==> src/rtl/gacuv_pkg.sv <==
package gacuv_pkg;

  localparam int FRAC_BITS_DEF = 16;

  localparam int SIZE_W  = 14;
  localparam int CNT_W   = 8;
  localparam int CODE_W  = 8;
  localparam int PITCH_W = SIZE_W + 1;
  localparam int OUT_W   = 17;
  localparam int ADDR_W  = 5;
  localparam int DATA_W  = 32;
  localparam int TDATA_W = 72;

  typedef enum logic [2:0] {
    REG_ATLAS_WIDTH  = 3'd0,
    REG_ATLAS_HEIGHT = 3'd1,
    REG_GRID_COLUMNS = 3'd2,
    REG_GRID_ROWS    = 3'd3,
    REG_MARGIN_X     = 3'd4,
    REG_MARGIN_Y     = 3'd5
  } reg_idx_e;

  // derived geometry, constant between configuration writes
  typedef struct packed {
    logic                 ready;
    logic                 bad;
    logic [2*CNT_W-1:0]   cell_cnt;
    logic [CNT_W-1:0]     cols;
    logic [SIZE_W-1:0]    atlas_w;
    logic [SIZE_W-1:0]    atlas_h;
    logic [PITCH_W-1:0]   pitch_w;
    logic [PITCH_W-1:0]   pitch_h;
    logic [OUT_W-1:0]     cell_w_frac;
    logic [OUT_W-1:0]     cell_h_frac;
  } cfg_t;

  // one restoring division step: returns {quotient bit, new remainder}
  function automatic logic [SIZE_W:0] div_step(input logic [SIZE_W-1:0] rem,
                                               input logic din,
                                               input logic [SIZE_W-1:0] dvs);
    logic [SIZE_W:0] t;
    t = {rem, din};
    if (t >= {1'b0, dvs}) begin
      div_step = {1'b1, SIZE_W'(t - {1'b0, dvs})};
    end else begin
      div_step = {1'b0, t[SIZE_W-1:0]};
    end
  endfunction

endpackage

==> src/rtl/gacuv_regs.sv <==
module gacuv_regs #(
  parameter int FRAC_BITS = gacuv_pkg::FRAC_BITS_DEF
) (
  input  logic                        clk_i,
  input  logic                        rst_ni,
  input  logic                        psel,
  input  logic                        penable,
  input  logic                        pwrite,
  input  logic [gacuv_pkg::ADDR_W-1:0] paddr,
  input  logic [gacuv_pkg::DATA_W-1:0] pwdata,
  output logic [gacuv_pkg::DATA_W-1:0] prdata,
  output gacuv_pkg::cfg_t             cfg_o
);
  import gacuv_pkg::*;

  localparam int QW  = (FRAC_BITS + 1 > SIZE_W) ? FRAC_BITS + 1 : SIZE_W;
  localparam int ITN = (FRAC_BITS > SIZE_W) ? FRAC_BITS : SIZE_W;
  localparam int ITW = $clog2(ITN);

  typedef enum logic [6:0] {
    ST_GAP   = 7'b0000001,
    ST_SPAN  = 7'b0000010,
    ST_CDIV  = 7'b0000100,
    ST_FINIT = 7'b0001000,
    ST_FDIV  = 7'b0010000,
    ST_ROUND = 7'b0100000,
    ST_DONE  = 7'b1000000
  } prep_state_e;

  logic [SIZE_W-1:0] aw_q, ah_q;
  logic [CNT_W-1:0]  cols_q, rows_q, mx_q, my_q;

  prep_state_e       state_q;
  logic [ITW-1:0]    it_q;
  logic [2*CNT_W-1:0] gap_w_q, gap_h_q, cnt_q;
  logic              bad_q;
  logic [SIZE_W-1:0] num_w_q, num_h_q, rem_w_q, rem_h_q;
  logic [QW-1:0]     q_w_q, q_h_q;
  logic [PITCH_W-1:0] pitch_w_q, pitch_h_q;
  logic [OUT_W-1:0]  fw_q, fh_q;

  logic              wr;
  reg_idx_e          idx;
  logic [CNT_W-1:0]  cols_m1, rows_m1;
  logic [SIZE_W:0]   step_w, step_h;
  logic [SIZE_W-1:0] cell_w, cell_h;
  logic              top_w, top_h, rnd_w, rnd_h;
  logic [FRAC_BITS:0] fw_sum, fh_sum;

  assign wr  = psel & penable & pwrite;
  assign idx = reg_idx_e'(paddr[ADDR_W-1:2]);

  always_ff @(posedge clk_i or negedge rst_ni) begin
    if (!rst_ni) begin
      aw_q   <= '0;
      ah_q   <= '0;
      cols_q <= '0;
      rows_q <= '0;
      mx_q   <= '0;
      my_q   <= '0;
    end else if (wr) begin
      unique case (idx)
        REG_ATLAS_WIDTH:  aw_q   <= pwdata[SIZE_W-1:0];
        REG_ATLAS_HEIGHT: ah_q   <= pwdata[SIZE_W-1:0];
        REG_GRID_COLUMNS: cols_q <= pwdata[CNT_W-1:0];
        REG_GRID_ROWS:    rows_q <= pwdata[CNT_W-1:0];
        REG_MARGIN_X:     mx_q   <= pwdata[CNT_W-1:0];
        REG_MARGIN_Y:     my_q   <= pwdata[CNT_W-1:0];
        default: ;
      endcase
    end
  end

  always_comb begin
    unique case (idx)
      REG_ATLAS_WIDTH:  prdata = DATA_W'(aw_q);
      REG_ATLAS_HEIGHT: prdata = DATA_W'(ah_q);
      REG_GRID_COLUMNS: prdata = DATA_W'(cols_q);
      REG_GRID_ROWS:    prdata = DATA_W'(rows_q);
      REG_MARGIN_X:     prdata = DATA_W'(mx_q);
      REG_MARGIN_Y:     prdata = DATA_W'(my_q);
      default:          prdata = '0;
    endcase
  end

  // one shared step unit per axis: cell size first, then cell fraction
  assign cols_m1 = cols_q - 8'd1;
  assign rows_m1 = rows_q - 8'd1;
  assign step_w = (state_q == ST_CDIV) ?
                  div_step(rem_w_q, num_w_q[SIZE_W-1], SIZE_W'(cols_q)) :
                  div_step(rem_w_q, 1'b0, aw_q);
  assign step_h = (state_q == ST_CDIV) ?
                  div_step(rem_h_q, num_h_q[SIZE_W-1], SIZE_W'(rows_q)) :
                  div_step(rem_h_q, 1'b0, ah_q);
  assign cell_w = q_w_q[SIZE_W-1:0];
  assign cell_h = q_h_q[SIZE_W-1:0];
  assign top_w  = cell_w >= aw_q;
  assign top_h  = cell_h >= ah_q;
  assign rnd_w  = ({1'b0, rem_w_q} + {2'b0, aw_q[SIZE_W-1:1]}) >= {1'b0, aw_q};
  assign rnd_h  = ({1'b0, rem_h_q} + {2'b0, ah_q[SIZE_W-1:1]}) >= {1'b0, ah_q};
  assign fw_sum = q_w_q[FRAC_BITS:0] + (FRAC_BITS+1)'(rnd_w);
  assign fh_sum = q_h_q[FRAC_BITS:0] + (FRAC_BITS+1)'(rnd_h);

  always_ff @(posedge clk_i or negedge rst_ni) begin
    if (!rst_ni) begin
      state_q <= ST_GAP;
      it_q    <= '0;
    end else if (wr) begin
      state_q <= ST_GAP;
    end else begin
      unique case (state_q)
        ST_GAP:  state_q <= ST_SPAN;
        ST_SPAN: begin
          state_q <= ST_CDIV;
          it_q    <= '0;
        end
        ST_CDIV: begin
          it_q <= it_q + 1'b1;
          if (it_q == ITW'(SIZE_W - 1)) state_q <= ST_FINIT;
        end
        ST_FINIT: begin
          state_q <= ST_FDIV;
          it_q    <= '0;
        end
        ST_FDIV: begin
          it_q <= it_q + 1'b1;
          if (it_q == ITW'(FRAC_BITS - 1)) state_q <= ST_ROUND;
        end
        ST_ROUND: state_q <= ST_DONE;
        ST_DONE:  state_q <= ST_DONE;
        default:  state_q <= ST_GAP;
      endcase
    end
  end

  always_ff @(posedge clk_i) begin
    unique case (state_q)
      ST_GAP: begin
        gap_w_q <= cols_m1 * mx_q;
        gap_h_q <= rows_m1 * my_q;
        cnt_q   <= cols_q * rows_q;
      end
      ST_SPAN: begin
        bad_q   <= (aw_q == '0) || (ah_q == '0) || (cols_q == '0) || (rows_q == '0) ||
                   (gap_w_q >= (2*CNT_W)'(aw_q)) || (gap_h_q >= (2*CNT_W)'(ah_q));
        num_w_q <= aw_q - gap_w_q[SIZE_W-1:0];
        num_h_q <= ah_q - gap_h_q[SIZE_W-1:0];
        rem_w_q <= '0;
        rem_h_q <= '0;
        q_w_q   <= '0;
        q_h_q   <= '0;
      end
      ST_CDIV, ST_FDIV: begin
        rem_w_q <= step_w[SIZE_W-1:0];
        rem_h_q <= step_h[SIZE_W-1:0];
        q_w_q   <= {q_w_q[QW-2:0], step_w[SIZE_W]};
        q_h_q   <= {q_h_q[QW-2:0], step_h[SIZE_W]};
        num_w_q <= {num_w_q[SIZE_W-2:0], 1'b0};
        num_h_q <= {num_h_q[SIZE_W-2:0], 1'b0};
      end
      ST_FINIT: begin
        pitch_w_q <= {1'b0, cell_w} + PITCH_W'(mx_q);
        pitch_h_q <= {1'b0, cell_h} + PITCH_W'(my_q);
        rem_w_q   <= top_w ? cell_w - aw_q : cell_w;
        rem_h_q   <= top_h ? cell_h - ah_q : cell_h;
        q_w_q     <= QW'(top_w);
        q_h_q     <= QW'(top_h);
      end
      ST_ROUND: begin
        fw_q <= OUT_W'(fw_sum);
        fh_q <= OUT_W'(fh_sum);
      end
      default: ;
    endcase
  end

  assign cfg_o.ready       = (state_q == ST_DONE);
  assign cfg_o.bad         = bad_q;
  assign cfg_o.cell_cnt    = cnt_q;
  assign cfg_o.cols        = cols_q;
  assign cfg_o.atlas_w     = aw_q;
  assign cfg_o.atlas_h     = ah_q;
  assign cfg_o.pitch_w     = pitch_w_q;
  assign cfg_o.pitch_h     = pitch_h_q;
  assign cfg_o.cell_w_frac = fw_q;
  assign cfg_o.cell_h_frac = fh_q;

endmodule

==> src/rtl/gacuv_lane.sv <==
module gacuv_lane #(
  parameter int FRAC_BITS = gacuv_pkg::FRAC_BITS_DEF
) (
  input  logic                         clk_i,
  input  logic                         en_i,
  input  logic [gacuv_pkg::SIZE_W-1:0] pix_i,
  input  logic [gacuv_pkg::SIZE_W-1:0] den_i,
  output logic [gacuv_pkg::OUT_W-1:0]  frac_o
);
  import gacuv_pkg::*;

  localparam int STEPS = 4;
  localparam int NST   = (FRAC_BITS + STEPS - 1) / STEPS;
  localparam int QW    = FRAC_BITS + 1;

  logic [SIZE_W-1:0] rem_q [NST];
  logic [QW-1:0]     q_q   [NST];

  for (genvar k = 0; k < NST; k++) begin : g_stage
    logic [SIZE_W-1:0] rem_d;
    logic [QW-1:0]     q_d;
    logic [SIZE_W-1:0] rin;
    logic [QW-1:0]     qin;

    if (k == 0) begin : g_init
      // pix never exceeds den on a good request, so one leading bit suffices
      assign rin = (pix_i >= den_i) ? pix_i - den_i : pix_i;
      assign qin = QW'(pix_i >= den_i);
    end else begin : g_chain
      assign rin = rem_q[k-1];
      assign qin = q_q[k-1];
    end

    always_comb begin
      logic [SIZE_W:0] st;
      rem_d = rin;
      q_d   = qin;
      for (int i = 0; i < STEPS; i++) begin
        if (k * STEPS + i < FRAC_BITS) begin
          st    = div_step(rem_d, 1'b0, den_i);
          rem_d = st[SIZE_W-1:0];
          q_d   = {q_d[QW-2:0], st[SIZE_W]};
        end
      end
    end

    always_ff @(posedge clk_i) begin
      if (en_i) begin
        rem_q[k] <= rem_d;
        q_q[k]   <= q_d;
      end
    end
  end

  logic            rnd;
  logic [QW-1:0]   sum;

  // round half up from the final remainder
  assign rnd    = ({1'b0, rem_q[NST-1]} + {2'b0, den_i[SIZE_W-1:1]}) >= {1'b0, den_i};
  assign sum    = q_q[NST-1] + QW'(rnd);
  assign frac_o = OUT_W'(sum);

endmodule

==> src/rtl/glyph_atlas_cell_uv_top.sv <==
// Glyph atlas cell lookup. Each char_code transfer returns the cell's width, height and top-left
// corner as fractions of the atlas size, or bad_request with zero fields. One item is accepted
// every cycle while the output is not stalled and the geometry is ready; the fraction dividers
// resolve four quotient bits per pipeline stage. After reset and after every register write the
// block recomputes cell size, pitch and cell fractions with its serial dividers, and holds
// s_axis_tready low meanwhile.
module glyph_atlas_cell_uv_top #(
  parameter int FRAC_BITS = gacuv_pkg::FRAC_BITS_DEF
) (
  input  logic                          clk_i,
  input  logic                          rst_ni,
  input  logic                          s_axis_tvalid,
  output logic                          s_axis_tready,
  input  logic [gacuv_pkg::CODE_W-1:0]  s_axis_tdata,  // char_code
  output logic                          m_axis_tvalid,
  input  logic                          m_axis_tready,
  // cell_w_frac, cell_h_frac, origin_u, origin_v, zero pad
  output logic [gacuv_pkg::TDATA_W-1:0] m_axis_tdata,
  output logic [0:0]                    m_axis_tuser,  // bad_request
  input  logic                          psel,
  input  logic                          penable,
  input  logic                          pwrite,
  input  logic [gacuv_pkg::ADDR_W-1:0]  paddr,
  input  logic [gacuv_pkg::DATA_W-1:0]  pwdata,
  output logic [gacuv_pkg::DATA_W-1:0]  prdata,
  output logic                          pready
);
  import gacuv_pkg::*;

  localparam int NST = (FRAC_BITS + 3) / 4;
  localparam int LAT = 4 + NST;
  localparam int HALF = CODE_W / 2;

  cfg_t cfg;

  gacuv_regs #(.FRAC_BITS(FRAC_BITS)) u_regs (
    .clk_i   (clk_i),
    .rst_ni  (rst_ni),
    .psel    (psel),
    .penable (penable),
    .pwrite  (pwrite),
    .paddr   (paddr),
    .pwdata  (pwdata),
    .prdata  (prdata),
    .cfg_o   (cfg)
  );

  assign pready = 1'b1;

  logic en;
  logic vld_q [LAT];
  logic bad_q [LAT];
  logic out_v_q;
  logic [TDATA_W-1:0] out_data_q;
  logic out_bad_q;

  logic [CODE_W-1:0]  code0_q;
  logic [CODE_W-1:0]  rem1_q;
  logic [HALF-1:0]    q1_q, low1_q;
  logic [CODE_W-1:0]  col2_q, row2_q;
  logic [SIZE_W-1:0]  pu3_q, pv3_q;

  logic [CODE_W-1:0]  rem1_d, rem2_d;
  logic [HALF-1:0]    q1_d, q2_d;
  logic [CODE_W+PITCH_W-1:0] pu_m, pv_m;
  logic [OUT_W-1:0]   fu, fv;
  logic               bad_in;

  assign en            = !out_v_q || m_axis_tready;
  assign s_axis_tready = en && cfg.ready;
  assign bad_in        = cfg.bad || ((2*CNT_W)'(s_axis_tdata) >= cfg.cell_cnt);

  // code / columns, four quotient bits per stage
  always_comb begin
    logic [SIZE_W:0]   st;
    logic [SIZE_W-1:0] r;
    r = '0;
    q1_d = '0;
    for (int i = 0; i < HALF; i++) begin
      st = div_step(r, code0_q[CODE_W-1-i], SIZE_W'(cfg.cols));
      r  = st[SIZE_W-1:0];
      q1_d[HALF-1-i] = st[SIZE_W];
    end
    rem1_d = r[CODE_W-1:0];
  end

  always_comb begin
    logic [SIZE_W:0]   st;
    logic [SIZE_W-1:0] r;
    r = SIZE_W'(rem1_q);
    q2_d = '0;
    for (int i = 0; i < HALF; i++) begin
      st = div_step(r, low1_q[HALF-1-i], SIZE_W'(cfg.cols));
      r  = st[SIZE_W-1:0];
      q2_d[HALF-1-i] = st[SIZE_W];
    end
    rem2_d = r[CODE_W-1:0];
  end

  // column and row offsets never pass the atlas size on a good request
  assign pu_m = col2_q * cfg.pitch_w;
  assign pv_m = row2_q * cfg.pitch_h;

  always_ff @(posedge clk_i or negedge rst_ni) begin
    if (!rst_ni) begin
      for (int i = 0; i < LAT; i++) vld_q[i] <= 1'b0;
      out_v_q <= 1'b0;
    end else if (en) begin
      vld_q[0] <= s_axis_tvalid && cfg.ready;
      for (int i = 1; i < LAT; i++) vld_q[i] <= vld_q[i-1];
      out_v_q <= vld_q[LAT-1];
    end
  end

  always_ff @(posedge clk_i) begin
    if (en) begin
      code0_q  <= s_axis_tdata;
      bad_q[0] <= bad_in;
      for (int i = 1; i < LAT; i++) bad_q[i] <= bad_q[i-1];
      rem1_q <= rem1_d;
      q1_q   <= q1_d;
      low1_q <= code0_q[HALF-1:0];
      col2_q <= rem2_d;
      row2_q <= {q1_q, q2_d};
      pu3_q  <= pu_m[SIZE_W-1:0];
      pv3_q  <= pv_m[SIZE_W-1:0];
      out_bad_q <= bad_q[LAT-1];
      if (bad_q[LAT-1]) begin
        out_data_q <= '0;
      end else begin
        out_data_q <= {(TDATA_W-4*OUT_W)'(0), fv, fu, cfg.cell_h_frac, cfg.cell_w_frac};
      end
    end
  end

  gacuv_lane #(.FRAC_BITS(FRAC_BITS)) u_lane_u (
    .clk_i  (clk_i),
    .en_i   (en),
    .pix_i  (pu3_q),
    .den_i  (cfg.atlas_w),
    .frac_o (fu)
  );

  gacuv_lane #(.FRAC_BITS(FRAC_BITS)) u_lane_v (
    .clk_i  (clk_i),
    .en_i   (en),
    .pix_i  (pv3_q),
    .den_i  (cfg.atlas_h),
    .frac_o (fv)
  );

  assign m_axis_tvalid   = out_v_q;
  assign m_axis_tdata    = out_data_q;
  assign m_axis_tuser[0] = out_bad_q;

endmodule

==> config.mk <==
export PLATFORM = sky130hd
export DESIGN_NAME = glyph_atlas_cell_uv_top
export DESIGN_NICKNAME = d
export VERILOG_FILES = /design/src/rtl/gacuv_pkg.sv /design/src/rtl/gacuv_regs.sv /design/src/rtl/gacuv_lane.sv /design/src/rtl/glyph_atlas_cell_uv_top.sv
export SDC_FILE = /design/constraint.sdc
export NUM_CORES = 2
export LEC_CHECK = 0
export ABC_AREA = 1
export BUFFER_PORTS_ARGS = -buffer_cell sky130_fd_sc_hd__buf_2
export CORE_MARGIN = 3
export CORE_UTILIZATION = 66
export DETAILED_ROUTE_END_ITERATION = 7
export GPL_ROUTABILITY_DRIVEN = 0
export PLACE_DENSITY = 0.83
export SYNTH_ARGS = -nofsm -noshare
export SYNTH_HDL_FRONTEND = slang
export SYNTH_HIERARCHICAL = 1
export SYNTH_SLANG_ARGS = --single-unit
==> constraint.sdc <==
create_clock -name clk_i -period 19 [get_ports clk_i]
set_clock_uncertainty 0.1 [all_clocks]
set_input_delay 0 -clock clk_i [delete_from_list [all_inputs] [get_ports clk_i]]
set_output_delay 0 -clock clk_i [all_outputs]
set_load 0.01 [all_outputs]
==> summary.md <==
| Metric | Value |
|---|---|
| Crit path kind | `reg2reg` |
| Top cell by count, worst path | `nand2_1` |
| Max Cap Viol | `0` |
| Post-synthesis cell area | `approximately 76,000 um^2` |
| Vias in the first global route | `69,059` |
| Area Overhead vs Synth | `6.181%` |
| Routed vias | `approximately 71,000` |
| Ports | `160` |
| Largest net degree at the start of global routing | `200` |
| Clk slew on worst S/H paths | `roughly 60 ps` |
| Most common cell after layout, fill and taps aside | `nand2_1` |
| Buffers on Ports | `between 100 and 150` |
| Antenna Nets Post-Route | `1` |
| Pre-Repair DR Iteration Count | `8` |
| Max-slew headroom | `0.1732` |
| Reg2reg path depth | `59` |
| Iter 0 DRT Violations | `between 7,000 and 8,000` |
| CP max stage cell | `nor2_2` |
| Nets | `around 12,000` |
| Ys Warns | `6` |
| Crit. End Element | `flop` |
| CTS root buf | `clkbuf_16` |
| Max-slew violations | `0` |
| Arrival time at the worst endpoint | `around 12,000 ps` |
| Detailed-route DRC error count | `0` |
| Die width | `between 300 and 400 um` |
| Maximum clock frequency | `86.96 MHz` |
| CTS Buffer Depth | `3` |
| Worst reg2reg startpoint | `u_regs/aw_q[9]` |
| CP max FO | `22` |
| Die Ht | `345.4 um` |
| Status | `finished with violations` |
| Min-delay src | `pwdata[2]` |
| Worst-margin pin slew | `1238 ps` |
| Die area | `between 100,000 and 150,000 um^2` |
| Most frequent cells in the layout | `2,580 x nand2_1, 1,434 x inv_1, 934 x ha_1` |
| Hold WC Path Type | `in2reg` |
| Post-DP HPWL | `~160,000 um` |
| Detailed-route wire length per cell | `around 18 um` |
| Reg2reg end | `u_lane_u/rem_q[0][1]` |
| Mean post-synth cell area | `~7.4 um^2` |
| Worst-Skew Late Latency | `700 ps` |
| Worst setup SP type | `flop` |
| Failing checks | `antenna rules` |
| Ratio of final minimum period to clock period | `0.6052` |
| FF-to-FF setup slack | `between 7000 and 8000 ps` |
| Grt ovf | `0` |
| Core footprint | `roughly 110,000 um^2` |
| CTS Sinks | `about 630` |
| Routed WL | `214,200 um` |
| TritonCTS clock tree | `yes` |
| CP required | `approximately 19,000 ps` |
| Minimum clock period | `~11,000 ps` |
| Final hold vios | `0` |
| Endpoints failing setup | `0` |
| Total GRT Usage | `0.3468` |
| RSZ-0062 raised after global routing | `false` |
| Vias per inst | `~6` |
| Initial Util | `0.6704` |
| Synth Instances | `just over 10,000` |
| TritonCTS Buffers | `between 70 and 80` |
| PostCTS Resize Cnt | `0` |
| Layout cells sized above 1 | `0.05189` |
| Biggest cell delay along the critical path | `approximately 570 ps` |
| TNS Setup | `0 ps` |
| H-tree Lvls | `3` |
| Initial antenna violation count | `5` |
| Hold Path End | `u_regs/mx_q[2]` |
| Global-route wire length before repair | `around 340,000 um` |
| Std-Cell Rows | `roughly 120` |
| WHS Path Cells | `4` |
how the worst max path moves through the flow:
stage              startpoint                    end  slack [ps]  cells past startpoint
2_1_floorplan   m_axis_tvalid            bad_q[0][0]        8820                      3
3_3_place_gp   u_regs/aw_q[9]  u_lane_u/rem_q[0][10]        8070                     60
3_5_place_dp   u_regs/aw_q[9]  u_lane_u/rem_q[0][12]        7780                     59
4_1_cts        u_regs/aw_q[9]   u_lane_u/rem_q[0][1]        7710                     59
5_1_grt        u_regs/aw_q[9]   u_lane_u/rem_q[0][1]        6360                     60
6_report       u_regs/aw_q[9]   u_lane_u/rem_q[0][1]        7500                     59
through the flow:
stage | hold WS, ps | std cells | instance area [um^2] | utilization | setup WS (ps)
floorplan | -395.6 | 10278 | 76110 | - | 8820
global placement | -268.9 | 11725 | 77750 | 0.6855 | 8069
detailed placement | -264.4 | 11725 | 77750 | 0.6855 | 7777
CTS | 6.559 | 11907 | 80710 | 0.7116 | 7710
global route | 56.84 | 11909 | 80710 | 0.7116 | 6358
finish | 46.41 | 11917 | 80730 | 0.7118 | 7501
worst max-delay path: cells and delay by family (launching register included):
| kind | cells | cell delay [ps] |
|---|---|---|
| adder cells (fa/ha/maj) | 5 | 1780 |
| flip-flops | 1 | 530 |
| buffers and inverters | 8 | 1410 |
| AO/OA/AOI/OAI | 18 | 3410 |
| AND/OR/NAND/NOR | 28 | 3920 |
metal layers:
metal / GRT usage / vias up / routed length (um)
met5: 0 / - / 10
met4: 0.1982 / 2 / 13860
met3: 0.06998 / 848 / 20490
met2: 0.5680 / 3505 / 96420
met1: 0.4264 / 32838 / 83470
li1: - / 34077 / -
flip-flops by register name, summed over array words and instances, names as in the netlist, 16 cells and up:
| signal | count |
|---|---|
| u_regs/q_w_q | 17 |
| u_lane_v/q_q | 44 |
| u_regs/fh_q | 17 |
| u_lane_u/rem_q | 56 |
| u_lane_v/rem_q | 56 |
| u_regs/q_h_q | 17 |
| u_regs/fw_q | 17 |
| m_axis_tdata | 68 |
| u_regs/gap_h_q | 16 |
| u_regs/gap_w_q | 16 |
| u_regs/cnt_q | 16 |
| u_lane_u/q_q | 44 |
cell type report:
| type | instances | area (um^2) |
|---|---|---|
| flip-flops and latches | 626 | 18400 |
| inverters | 1474 | 5545 |
| clock inverters | 51 | 573.1 |
| diodes | 10 | 25.02 |
| fillers | 8871 | 32690 |
| clock buffers | 88 | 1951 |
| multi-input cells | 7950 | 50890 |
| well taps | 1500 | 1877 |
| repair buffers | 218 | 1469 |
what timing repair did:
action	CTS	global route
setup buffers	0	0
hold buffers	43	0
endpoints found under the hold margin	166	0
Power is left out: the tool's default activity adds up to more than one toggle a clock period on the data nets, which glitch-free logic cannot reach.
